File: config.mk
export PLATFORM = sky130hd
export DESIGN_NAME = complex_number_alu_core
export DESIGN_NICKNAME = d
export VERILOG_FILES = /design/src/design/cna_pkg.sv /design/src/design/cna_front.sv /design/src/design/cna_queue.sv /design/src/design/cna_back.sv /design/src/design/complex_number_alu_core.sv
export SDC_FILE = /design/constraint.sdc
export NUM_CORES = 2
export LEC_CHECK = 0
export BUFFER_PORTS_ARGS = -buffer_cell sky130_fd_sc_hd__buf_2
export CORE_ASPECT_RATIO = 0.5
export CORE_MARGIN = 3
export CORE_UTILIZATION = 25
export CTS_CLUSTER_SIZE = 25
export DETAILED_ROUTE_END_ITERATION = 6
export HOLD_SLACK_MARGIN = 0.1
export PLACE_DENSITY_LB_ADDON = 0.1
export SLEW_MARGIN = 20
export SYNTH_ARGS = -nofsm -noshare
export SYNTH_HDL_FRONTEND = slang
export SYNTH_HIERARCHICAL = 1
export SYNTH_SLANG_ARGS = --single-unit
File: constraint.sdc
create_clock -name clk -period 10.31 [get_ports clk]
set_input_delay 0.5155 -clock clk [delete_from_list [all_inputs] [get_ports clk]]
set_output_delay 0.5155 -clock clk [all_outputs]
set_load 0.02 [all_outputs]
File: src/design/cna_pkg.sv
package cna_pkg;

    localparam int WORD_W  = 16;
    localparam int FRAC_W  = 12;
    localparam int CMD_W   = 4;
    localparam int EXP_W   = 4;
    localparam int OPND_W  = WORD_W + 1;
    localparam int PROD_W  = 2 * OPND_W;
    localparam int ACC_W   = PROD_W + 1;
    localparam int CX_W    = WORD_W + 4;
    localparam int ANG_W   = 34;
    localparam int ANG_FRAC = 30;
    localparam int ITER_W  = 4;
    localparam int GAIN_W  = 31;
    localparam int GPROD_W = CX_W + GAIN_W;
    localparam int SAT_IN_W = 48;
    localparam int Q_DEPTH = 2;

    localparam logic [CMD_W-1:0] CMD_ADD   = 4'd0;
    localparam logic [CMD_W-1:0] CMD_SUB   = 4'd1;
    localparam logic [CMD_W-1:0] CMD_MUL   = 4'd2;
    localparam logic [CMD_W-1:0] CMD_CONJ  = 4'd3;
    localparam logic [CMD_W-1:0] CMD_SCALE = 4'd4;
    localparam logic [CMD_W-1:0] CMD_POWER = 4'd5;
    localparam logic [CMD_W-1:0] CMD_MAGSQ = 4'd6;
    localparam logic [CMD_W-1:0] CMD_MAG   = 4'd7;
    localparam logic [CMD_W-1:0] CMD_PHASE = 4'd8;

    localparam logic signed [ANG_W-1:0] PI_Q30 = 34'sd3373259426;
    localparam logic [GAIN_W-1:0] INV_GAIN_Q30 = 31'd652032874;
    localparam logic signed [WORD_W-1:0] ONE_Q = 16'sd4096;

    typedef enum logic [2:0] {
        OP_ADD, OP_SUB, OP_CONJ, OP_MUL, OP_POW, OP_MAG, OP_PHASE, OP_ZERO
    } op_t;

    typedef struct packed {
        op_t                       op;
        logic signed [WORD_W-1:0]  a_re;
        logic signed [WORD_W-1:0]  a_im;
        logic signed [OPND_W-1:0]  b_re;
        logic signed [OPND_W-1:0]  b_im;
        logic [EXP_W-1:0]          exponent;
        logic signed [CX_W-1:0]    cx;
        logic signed [CX_W-1:0]    cy;
        logic signed [ANG_W-1:0]   cz;
        logic                      angle_fixed;
    } job_t;

    typedef struct packed {
        logic signed [WORD_W-1:0] value;
        logic                     clip;
    } sat_t;

    function automatic sat_t sat_word(input logic signed [SAT_IN_W-1:0] v);
        sat_t r;
        logic signed [SAT_IN_W-1:0] hi;
        logic signed [SAT_IN_W-1:0] lo;
        hi = SAT_IN_W'(signed'({1'b0, {(WORD_W-1){1'b1}}}));
        lo = SAT_IN_W'(signed'({1'b1, {(WORD_W-1){1'b0}}}));
        if (v > hi) begin
            r.value = hi[WORD_W-1:0];
            r.clip  = 1'b1;
        end else if (v < lo) begin
            r.value = lo[WORD_W-1:0];
            r.clip  = 1'b1;
        end else begin
            r.value = v[WORD_W-1:0];
            r.clip  = 1'b0;
        end
        return r;
    endfunction

    // arctan(2^-i) in Q30, truncated
    function automatic logic [29:0] atan_q30(input logic [ITER_W-1:0] i);
        logic [29:0] r;
        unique case (i)
            4'd0:  r = 30'h3243F6A8;
            4'd1:  r = 30'h1DAC6705;
            4'd2:  r = 30'h0FADBAFC;
            4'd3:  r = 30'h07F56EA6;
            4'd4:  r = 30'h03FEAB76;
            4'd5:  r = 30'h01FFD55B;
            4'd6:  r = 30'h00FFFAAA;
            4'd7:  r = 30'h007FFF55;
            4'd8:  r = 30'h003FFFEA;
            4'd9:  r = 30'h001FFFFD;
            4'd10: r = 30'h000FFFFF;
            4'd11: r = 30'h0007FFFF;
            4'd12: r = 30'h0003FFFF;
            4'd13: r = 30'h0001FFFF;
            4'd14: r = 30'h0000FFFF;
            4'd15: r = 30'h00007FFF;
        endcase
        return r;
    endfunction

endpackage

File: src/design/cna_front.sv
module cna_front (
    input  logic                          in_valid,
    output logic                          in_stall,
    input  logic [cna_pkg::CMD_W-1:0]     cmd,
    input  logic signed [cna_pkg::WORD_W-1:0] a_re,
    input  logic signed [cna_pkg::WORD_W-1:0] a_im,
    input  logic signed [cna_pkg::WORD_W-1:0] b_re,
    input  logic signed [cna_pkg::WORD_W-1:0] b_im,
    input  logic signed [cna_pkg::WORD_W-1:0] scale_factor,
    input  logic [cna_pkg::EXP_W-1:0]     exponent,
    input  logic                          q_full,
    output logic                          q_push,
    output cna_pkg::job_t                 q_job
);
    import cna_pkg::*;

    logic signed [CX_W-1:0] ar_x;
    logic signed [CX_W-1:0] ai_x;

    assign ar_x     = CX_W'(a_re);
    assign ai_x     = CX_W'(a_im);
    assign in_stall = q_full;
    assign q_push   = in_valid && !q_full;

    always_comb
    begin
        q_job             = '0;
        q_job.op          = OP_ZERO;
        q_job.a_re        = a_re;
        q_job.a_im        = a_im;
        q_job.b_re        = OPND_W'(b_re);
        q_job.b_im        = OPND_W'(b_im);
        q_job.exponent    = exponent;
        q_job.cx          = '0;
        q_job.cy          = '0;
        q_job.cz          = '0;
        q_job.angle_fixed = 1'b0;
        unique case (cmd)
            CMD_ADD:   q_job.op = OP_ADD;
            CMD_SUB:   q_job.op = OP_SUB;
            CMD_CONJ:  q_job.op = OP_CONJ;
            CMD_MUL:   q_job.op = OP_MUL;
            CMD_SCALE:
            begin
                // scaling is a product with (sf, 0)
                q_job.op   = OP_MUL;
                q_job.b_re = OPND_W'(scale_factor);
                q_job.b_im = '0;
            end
            CMD_POWER: q_job.op = OP_POW;
            CMD_MAGSQ:
            begin
                // a times conj(a): real part is |a|^2, imaginary part rounds to 0
                q_job.op   = OP_MUL;
                q_job.b_re = OPND_W'(a_re);
                q_job.b_im = -OPND_W'(a_im);
            end
            CMD_MAG:
            begin
                q_job.op = OP_MAG;
                q_job.cx = a_re[WORD_W-1] ? -ar_x : ar_x;
                q_job.cy = ai_x;
            end
            CMD_PHASE:
            begin
                q_job.op = OP_PHASE;
                if (a_im == '0) begin
                    q_job.angle_fixed = 1'b1;
                    q_job.cz = a_re[WORD_W-1] ? PI_Q30 : '0;
                end else if (a_re[WORD_W-1]) begin
                    // left half plane: turn by pi first
                    q_job.cx = -ar_x;
                    q_job.cy = -ai_x;
                    q_job.cz = (a_im > 0) ? PI_Q30 : -PI_Q30;
                end else begin
                    q_job.cx = ar_x;
                    q_job.cy = ai_x;
                end
            end
            default:   q_job.op = OP_ZERO;
        endcase
    end

endmodule

File: src/design/cna_queue.sv
module cna_queue (
    input  logic          clk,
    input  logic          rst_n,
    input  logic          push,
    input  cna_pkg::job_t push_job,
    output logic          full,
    input  logic          pop,
    output cna_pkg::job_t head,
    output logic          empty
);
    import cna_pkg::*;

    localparam int PTR_W = (Q_DEPTH > 1) ? $clog2(Q_DEPTH) : 1;
    localparam int CNT_W = $clog2(Q_DEPTH + 1);

    job_t               mem [Q_DEPTH];
    logic [PTR_W-1:0]   wr_ptr_reg;
    logic [PTR_W-1:0]   rd_ptr_reg;
    logic [CNT_W-1:0]   count_reg;

    assign full  = (count_reg == CNT_W'(Q_DEPTH));
    assign empty = (count_reg == '0);
    assign head  = mem[rd_ptr_reg];

    always_ff @(posedge clk)
    begin
        if (push) begin
            mem[wr_ptr_reg] <= push_job;
        end
    end

    always_ff @(posedge clk or negedge rst_n)
    begin
        if (!rst_n) begin
            wr_ptr_reg <= '0;
            rd_ptr_reg <= '0;
            count_reg  <= '0;
        end else begin
            if (push) begin
                wr_ptr_reg <= (wr_ptr_reg == PTR_W'(Q_DEPTH - 1)) ? '0 : wr_ptr_reg + 1'b1;
            end
            if (pop) begin
                rd_ptr_reg <= (rd_ptr_reg == PTR_W'(Q_DEPTH - 1)) ? '0 : rd_ptr_reg + 1'b1;
            end
            if (push && !pop) begin
                count_reg <= count_reg + 1'b1;
            end else if (pop && !push) begin
                count_reg <= count_reg - 1'b1;
            end
        end
    end

endmodule

File: src/design/cna_back.sv
module cna_back (
    input  logic                              clk,
    input  logic                              rst_n,
    input  logic                              q_empty,
    input  cna_pkg::job_t                     q_head,
    output logic                              q_pop,
    output logic                              out_valid,
    input  logic                              out_stall,
    output logic signed [cna_pkg::WORD_W-1:0] res_re,
    output logic signed [cna_pkg::WORD_W-1:0] res_im,
    output logic                              saturated
);
    import cna_pkg::*;

    typedef enum logic [3:0] {
        S_IDLE, S_MAC, S_POW, S_POWM, S_POWA, S_CORDIC, S_GAIN, S_ROUND, S_DONE
    } state_t;

    state_t                     state_reg;
    state_t                     ret_reg;
    job_t                       job_reg;
    logic signed [WORD_W-1:0]   r_re_reg, r_im_reg;
    logic                       flag_reg;
    logic                       started_reg;
    logic [$clog2(EXP_W)-1:0]   bit_reg;
    logic [2:0]                 step_reg;
    logic signed [OPND_W-1:0]   u_re_reg, u_im_reg, v_re_reg, v_im_reg;
    logic signed [ACC_W-1:0]    acc_reg;
    sat_t                       tmp_reg;
    logic signed [CX_W-1:0]     cx_reg, cy_reg;
    logic signed [ANG_W-1:0]    cz_reg;
    logic [ITER_W-1:0]          iter_reg;
    logic signed [GPROD_W-1:0]  gain_reg;
    logic                       out_valid_reg;
    logic signed [WORD_W-1:0]   res_re_reg, res_im_reg;
    logic                       sat_reg;

    logic signed [OPND_W-1:0]   m_a, m_b;
    logic signed [PROD_W-1:0]   prod;
    logic signed [ACC_W-1:0]    acc_rnd;
    sat_t                       acc_sat;
    sat_t                       fin_sat;
    logic signed [CX_W-1:0]     dx, dy;
    logic signed [ANG_W-1:0]    ang;
    sat_t                       add_re, add_im, sub_re, sub_im, neg_im;
    sat_t                       gain_sat, phase_sat;
    logic                       out_free;

    assign out_free  = !out_valid_reg || !out_stall;
    assign q_pop     = (state_reg == S_IDLE) && !q_empty;
    assign out_valid = out_valid_reg;
    assign res_re    = res_re_reg;
    assign res_im    = res_im_reg;
    assign saturated = sat_reg;

    // one shared multiplier walks the four partial products of a complex multiply
    always_comb
    begin
        unique case (step_reg[1:0])
            2'd0:    begin m_a = u_re_reg; m_b = v_re_reg; end
            2'd1:    begin m_a = u_im_reg; m_b = v_im_reg; end
            2'd2:    begin m_a = u_re_reg; m_b = v_im_reg; end
            default: begin m_a = u_im_reg; m_b = v_re_reg; end
        endcase
    end

    assign prod    = m_a * m_b;
    assign acc_rnd = (acc_reg + ACC_W'(1 <<< (FRAC_W - 1))) >>> FRAC_W;
    assign acc_sat = sat_word(SAT_IN_W'(acc_rnd));
    assign fin_sat = acc_sat;

    assign dx  = cy_reg >>> iter_reg;
    assign dy  = cx_reg >>> iter_reg;
    assign ang = ANG_W'(atan_q30(iter_reg));

    assign add_re = sat_word(SAT_IN_W'(q_head.a_re) + SAT_IN_W'(q_head.b_re));
    assign add_im = sat_word(SAT_IN_W'(q_head.a_im) + SAT_IN_W'(q_head.b_im));
    assign sub_re = sat_word(SAT_IN_W'(q_head.a_re) - SAT_IN_W'(q_head.b_re));
    assign sub_im = sat_word(SAT_IN_W'(q_head.a_im) - SAT_IN_W'(q_head.b_im));
    assign neg_im = sat_word(-SAT_IN_W'(q_head.a_im));

    assign gain_sat = sat_word(SAT_IN_W'((gain_reg + GPROD_W'(1 <<< (ANG_FRAC - 1)))
                                         >>> ANG_FRAC));
    assign phase_sat = sat_word(SAT_IN_W'((cz_reg + ANG_W'(1 <<< (ANG_FRAC - FRAC_W - 1)))
                                          >>> (ANG_FRAC - FRAC_W)));

    always_ff @(posedge clk or negedge rst_n)
    begin
        if (!rst_n) begin
            state_reg     <= S_IDLE;
            ret_reg       <= S_DONE;
            job_reg       <= '0;
            r_re_reg      <= '0;
            r_im_reg      <= '0;
            flag_reg      <= 1'b0;
            started_reg   <= 1'b0;
            bit_reg       <= '0;
            step_reg      <= '0;
            u_re_reg      <= '0;
            u_im_reg      <= '0;
            v_re_reg      <= '0;
            v_im_reg      <= '0;
            acc_reg       <= '0;
            tmp_reg       <= '0;
            cx_reg        <= '0;
            cy_reg        <= '0;
            cz_reg        <= '0;
            iter_reg      <= '0;
            gain_reg      <= '0;
            out_valid_reg <= 1'b0;
            res_re_reg    <= '0;
            res_im_reg    <= '0;
            sat_reg       <= 1'b0;
        end else begin
            if (out_valid_reg && !out_stall && (state_reg != S_DONE)) begin
                out_valid_reg <= 1'b0;
            end

            unique case (state_reg)
                S_IDLE:
                begin
                    if (!q_empty) begin
                        job_reg  <= q_head;
                        unique case (q_head.op)
                            OP_ADD:
                            begin
                                r_re_reg  <= add_re.value;
                                r_im_reg  <= add_im.value;
                                flag_reg  <= add_re.clip | add_im.clip;
                                state_reg <= S_DONE;
                            end
                            OP_SUB:
                            begin
                                r_re_reg  <= sub_re.value;
                                r_im_reg  <= sub_im.value;
                                flag_reg  <= sub_re.clip | sub_im.clip;
                                state_reg <= S_DONE;
                            end
                            OP_CONJ:
                            begin
                                r_re_reg  <= q_head.a_re;
                                r_im_reg  <= neg_im.value;
                                flag_reg  <= neg_im.clip;
                                state_reg <= S_DONE;
                            end
                            OP_MUL:
                            begin
                                flag_reg  <= 1'b0;
                                u_re_reg  <= OPND_W'(q_head.a_re);
                                u_im_reg  <= OPND_W'(q_head.a_im);
                                v_re_reg  <= q_head.b_re;
                                v_im_reg  <= q_head.b_im;
                                step_reg  <= '0;
                                ret_reg   <= S_DONE;
                                state_reg <= S_MAC;
                            end
                            OP_POW:
                            begin
                                flag_reg    <= 1'b0;
                                r_re_reg    <= ONE_Q;
                                r_im_reg    <= '0;
                                started_reg <= 1'b0;
                                bit_reg     <= ($clog2(EXP_W))'(EXP_W - 1);
                                state_reg   <= S_POW;
                            end
                            OP_MAG, OP_PHASE:
                            begin
                                flag_reg  <= 1'b0;
                                cx_reg    <= q_head.cx;
                                cy_reg    <= q_head.cy;
                                cz_reg    <= q_head.cz;
                                iter_reg  <= '0;
                                state_reg <= q_head.angle_fixed ? S_ROUND : S_CORDIC;
                            end
                            OP_ZERO:
                            begin
                                flag_reg  <= 1'b0;
                                r_re_reg  <= '0;
                                r_im_reg  <= '0;
                                state_reg <= S_DONE;
                            end
                        endcase
                    end
                end

                S_MAC:
                begin
                    step_reg <= step_reg + 1'b1;
                    unique case (step_reg)
                        3'd0: acc_reg <= ACC_W'(prod);
                        3'd1: acc_reg <= acc_reg - ACC_W'(prod);
                        3'd2:
                        begin
                            tmp_reg <= acc_sat;
                            acc_reg <= ACC_W'(prod);
                        end
                        3'd3: acc_reg <= acc_reg + ACC_W'(prod);
                        default:
                        begin
                            r_re_reg  <= tmp_reg.value;
                            r_im_reg  <= fin_sat.value;
                            flag_reg  <= flag_reg | tmp_reg.clip | fin_sat.clip;
                            state_reg <= ret_reg;
                        end
                    endcase
                end

                S_POW:
                begin
                    if (started_reg) begin
                        u_re_reg  <= OPND_W'(r_re_reg);
                        u_im_reg  <= OPND_W'(r_im_reg);
                        v_re_reg  <= OPND_W'(r_re_reg);
                        v_im_reg  <= OPND_W'(r_im_reg);
                        step_reg  <= '0;
                        ret_reg   <= S_POWM;
                        state_reg <= S_MAC;
                    end else begin
                        // leading one loads a without rounding
                        if (job_reg.exponent[bit_reg]) begin
                            r_re_reg    <= job_reg.a_re;
                            r_im_reg    <= job_reg.a_im;
                            started_reg <= 1'b1;
                        end
                        if (bit_reg == '0) begin
                            state_reg <= S_DONE;
                        end else begin
                            bit_reg <= bit_reg - 1'b1;
                        end
                    end
                end

                S_POWM:
                begin
                    if (job_reg.exponent[bit_reg]) begin
                        u_re_reg  <= OPND_W'(r_re_reg);
                        u_im_reg  <= OPND_W'(r_im_reg);
                        v_re_reg  <= OPND_W'(job_reg.a_re);
                        v_im_reg  <= OPND_W'(job_reg.a_im);
                        step_reg  <= '0;
                        ret_reg   <= S_POWA;
                        state_reg <= S_MAC;
                    end else begin
                        state_reg <= S_POWA;
                    end
                end

                S_POWA:
                begin
                    if (bit_reg == '0) begin
                        state_reg <= S_DONE;
                    end else begin
                        bit_reg   <= bit_reg - 1'b1;
                        state_reg <= S_POW;
                    end
                end

                S_CORDIC:
                begin
                    if (!cy_reg[CX_W-1]) begin
                        cx_reg <= cx_reg + dx;
                        cy_reg <= cy_reg - dy;
                        cz_reg <= cz_reg + ang;
                    end else begin
                        cx_reg <= cx_reg - dx;
                        cy_reg <= cy_reg + dy;
                        cz_reg <= cz_reg - ang;
                    end
                    iter_reg <= iter_reg + 1'b1;
                    if (iter_reg == {ITER_W{1'b1}}) begin
                        state_reg <= (job_reg.op == OP_MAG) ? S_GAIN : S_ROUND;
                    end
                end

                S_GAIN:
                begin
                    gain_reg  <= GPROD_W'(cx_reg) * GPROD_W'(signed'({1'b0, INV_GAIN_Q30}));
                    state_reg <= S_ROUND;
                end

                S_ROUND:
                begin
                    r_im_reg <= '0;
                    if (job_reg.op == OP_MAG) begin
                        r_re_reg <= gain_sat.value;
                        flag_reg <= gain_sat.clip;
                    end else begin
                        r_re_reg <= phase_sat.value;
                        flag_reg <= phase_sat.clip;
                    end
                    state_reg <= S_DONE;
                end

                S_DONE:
                begin
                    if (out_free) begin
                        out_valid_reg <= 1'b1;
                        res_re_reg    <= r_re_reg;
                        res_im_reg    <= r_im_reg;
                        sat_reg       <= flag_reg;
                        state_reg     <= S_IDLE;
                    end
                end

                default: state_reg <= S_IDLE;
            endcase
        end
    end

endmodule

File: src/design/complex_number_alu_core.sv
// Complex arithmetic unit on Q4.12 words: add, sub, multiply, conjugate, real scale,
// integer power, squared magnitude, and CORDIC magnitude and phase, each result
// saturated with a clip flag. A front decoder classifies each transaction into a
// two-entry queue; the back engine runs one transaction at a time on a single shared
// 17x17 multiplier and a 16-step CORDIC. Unknown codes return zero, a phase on the real
// axis skips the CORDIC, and integer power squares once per exponent bit after the
// leading one and multiplies by a once per further set bit.
module complex_number_alu_core (
    input  logic                              clk,
    input  logic                              rst_n,
    input  logic                              in_valid,
    output logic                              in_stall,
    input  logic [cna_pkg::CMD_W-1:0]         cmd,
    input  logic signed [cna_pkg::WORD_W-1:0] a_re,
    input  logic signed [cna_pkg::WORD_W-1:0] a_im,
    input  logic signed [cna_pkg::WORD_W-1:0] b_re,
    input  logic signed [cna_pkg::WORD_W-1:0] b_im,
    input  logic signed [cna_pkg::WORD_W-1:0] scale_factor,
    input  logic [cna_pkg::EXP_W-1:0]         exponent,
    output logic                              out_valid,
    input  logic                              out_stall,
    output logic signed [cna_pkg::WORD_W-1:0] res_re,
    output logic signed [cna_pkg::WORD_W-1:0] res_im,
    output logic                              saturated
);
    import cna_pkg::*;

    logic q_full, q_push, q_pop, q_empty;
    job_t q_job, q_head;

    cna_front u_front (
        .in_valid     (in_valid),
        .in_stall     (in_stall),
        .cmd          (cmd),
        .a_re         (a_re),
        .a_im         (a_im),
        .b_re         (b_re),
        .b_im         (b_im),
        .scale_factor (scale_factor),
        .exponent     (exponent),
        .q_full       (q_full),
        .q_push       (q_push),
        .q_job        (q_job)
    );

    cna_queue u_queue (
        .clk      (clk),
        .rst_n    (rst_n),
        .push     (q_push),
        .push_job (q_job),
        .full     (q_full),
        .pop      (q_pop),
        .head     (q_head),
        .empty    (q_empty)
    );

    cna_back u_back (
        .clk       (clk),
        .rst_n     (rst_n),
        .q_empty   (q_empty),
        .q_head    (q_head),
        .q_pop     (q_pop),
        .out_valid (out_valid),
        .out_stall (out_stall),
        .res_re    (res_re),
        .res_im    (res_im),
        .saturated (saturated)
    );

endmodule

==> results by group <==
Placement
  • Post-DP HPWL: 182,500 um
  • Dpl cells: 9,999
  • Port Buffers: 126
  • GP Congestion: 0.8533

Final layout
  • Non-filler cells, final: 10,160
  • Layout Nets: 7,849
  • Most frequent cells in the layout: 797 x inv_1, 636 x nand2_1, 597 x nor2_1, 531 x fa_1, 501 x ha_1
  • Commonest non-fill, non-tap cell in the layout: inv_1
  • Max FFs per register: 296
  • Layout cells sized above 1: 12.27%
  • Area grow syn2layout: 11.52%
  • # fillers: 26,940

Routing
  • DRT antenna net count: 0
  • # DRC: 0
  • Initial DRC count: 2,933
  • Vias: 47,970
  • First-pass iteration count of the detailed router: 5
  • Total Routed Length: 228,500 um
  • Routed len/inst: 22.49 um
  • Routed vias/inst: 4.722

CTS
  • Root buf cell: clkbuf_16
  • CTS HTree Levels: 3
  • CTS tree: done
  • Worst-Skew Late Latency: 680 ps
  • CTS max path bufs: 3
  • Num CTS Buffers: 77
  • Clock-pin slew on the worst setup and hold paths: 70 ps
  • # clock sinks: 637

Critical path
  • CP most frequent cell: fa_1
  • Crit path DAT: 10,260 ps
  • Crit end category: register
  • R2R cell count: 37
  • Reg2Reg Capture Point: u_back/acc_reg[34]
  • Crit-path slowest cell: fa_1
  • Worst EP required: 10,850 ps
  • R2r startpoint: u_back/step_reg[1]
  • End of the critical path: u_back/acc_reg[34]
  • Worst Setup SP: u_back/step_reg[1]
  • Crit start category: register
  • Worst R2R Setup Slack: 590 ps
  • Crit path kind: register to register
  • Worst path max stage delay: 570 ps
  • Crit path max fanout: 8

Floorplan
  • Ports: 127
  • Cell Rows: 130
  • Die width: 721.7 um
  • Initial core utilization: 25.32%
  • CORE AREA: 0.2529 sq mm
  • Die height: 363.9 um
  • Die Area: 0.2626 sq mm

Synthesis
  • Synth cell types: 104
  • Post-synth EDFFs: 296
  • Syn Inst Count: 6,691
  • Ys async rst share: 53.53%
  • Syn avg cell area: 9.570 sq um
  • Seq/Total Area, Yosys: 27.21%
  • Ys flop type: dfrtp_1
  • Synthesized cell area: 0.06403 sq mm
  • Flip-flop and latch count after synthesis: 637
  • Synth warn: 6

Global route
  • GR Util All Layers: 17.21%
  • Vias in the first global route: 49,580
  • Initial antenna violation count: 6
  • GRT met3 Usage: 1.283%
  • M2 GR Usage: 28.45%
  • Pin count of the biggest net entering global routing: 109
  • GR Overflow Total: 0
  • Most Crowded Layer GR: met2
  • First-pass GRT wire length: 341,200 um
  • Met1 usage: 24.78%

Timing
  • Final setup fails: 0
  • Final period utilization: 94.29%
  • Relative slew slack: 27.19%
  • Pins over their slew limit: 0
  • Tmin final: 9721 ps
  • Setup TNS: 0 ps
  • Max Clk Rate: 102.9 MHz
  • Hold Vio Cnt, Final: 0
  • Worst Skew: 39.34 ps
  • Slew at the pin closest to its max-slew limit: 1090 ps

Flow run
  • MaxCap Viol Count: 0

Outcome
  • Outcome: finished clean

Min path
  • Hold WC Path Type: primary input to register
-- how the worst min path moves through the flow --
| stage | from | end | cells after the start |
|---|---|---|---|
| finish | a_im[9] | u_queue/mem[1][122] | 1 |
| global route | a_im[9] | u_queue/mem[1][122] | 1 |
| floorplan | rst_n | u_back/acc_reg[0] | 0 |
| detailed placement | u_queue/count_reg[1] | u_queue/count_reg[1] | 1 |
| global placement | u_back/v_re_reg[1] | u_back/v_re_reg[1] | 2 |
| CTS | a_im[9] | u_queue/mem[1][122] | 1 |
-- critical path: cells and delay by family, from the launching register on --
kind	cells	cell delay [ps]
fa+ha+maj	9	4260
compound gates	10	1710
simple gates	6	1150
buf+inv	9	1120
mux	2	800
flops	1	410
xor+xnor	1	150
-- through the flow --
| stage | area (sq um) | utilization (%) | hold slack, ps | setup slack, ps |
|---|---|---|---|---|
| 6_report | 71410 | 28.23 | 160.6 | 589.0 |
| 5_1_grt | 71400 | 28.23 | 129.4 | -36.43 |
| 4_1_cts | 71290 | 28.19 | 103.6 | 87.98 |
| 3_5_place_dp | 68540 | 27.10 | 475.2 | 68.84 |
| 3_3_place_gp | 68540 | 27.10 | 472.7 | 97.95 |
| 2_1_floorplan | 64050 | - | 219.9 | 47.01 |
-- cell usage after synthesis, types with 31 or more instances --
cell type  number  area share (%)
inv_1         797             4.7
nand2_1       639             3.7
nor2_1        603             3.5
fa_1          531              17
ha_1          502             9.8
dfrtp_1       340              13
a21oi_1       338             2.6
edfxtp_1      296              14
o21ai_0       259             2.0
clkbuf_1      217             1.3
xnor2_1       208             2.8
mux2_2        172             3.0
xor2_1        143             2.0
a31oi_1       138             1.3
mux2i_1       104             1.6
mux2_4        101             2.4
nand3_1       101            0.79
a21o_1         80            0.94
buf_4          74            0.87
nor3_1         65            0.51
o211ai_1       51            0.60
nand4_1        49            0.48
nand2b_1       43            0.42
o21ai_1        43            0.34
nor2b_1        42            0.41
a211oi_1       39            0.46
mux4_2         39             1.4
o21a_1         39            0.46
and3_1         38            0.37
a221oi_1       37            0.51
and2_1         32            0.31
buf_1          32            0.19
o21bai_1       32            0.38
o31ai_1        32            0.38
o22ai_1        31            0.30
-- per-layer routing --
layer	wire, um	up-vias
met4	4510	0
met3	5876	172
met5	0	-
met2	105700	701
met1	112400	24130
li1	-	22970
-- cell type report --
cell class | count | area [sq um] | area share [%]
Multi-Input combinational cell | 4899 | 42010 | 58.82
Timing Repair Buffer | 309 | 2076 | 2.907
Clock inverter | 44 | 586.8 | 0.8217
Sequential cell | 637 | 17440 | 24.42
Tap cell | 3366 | 4212 | 5.898
Antenna cell | 4 | 10.01 | 0.01402
Inverter | 800 | 3005 | 4.208
Clock buffer | 99 | 2079 | 2.912
-- what timing repair did --
| item | CTS | global route |
|---|---|---|
| endpoints found under the hold margin | 105 | 0 |
| setup buffers | 0 | 4 |
| hold buffers | 8 | 0 |
| setup endpoints to repair | 0 | 9 |
| gates resized for setup | 0 | 13 |
-- kinds of logic after synthesis --
group | share of synthesized area (%)
adder cells (fa/ha/maj) | 26.41
buffers and inverters | 7.523
multiplexers | 8.496
other | 0.005856
flip-flops | 27.21
AO/OA/AOI/OAI | 13.05
AND/OR/NAND/NOR | 12.50
XOR/XNOR | 4.801
Power is not shown: default switching activity piles up to over one toggle a cycle in this logic, so the estimate is an artifact.
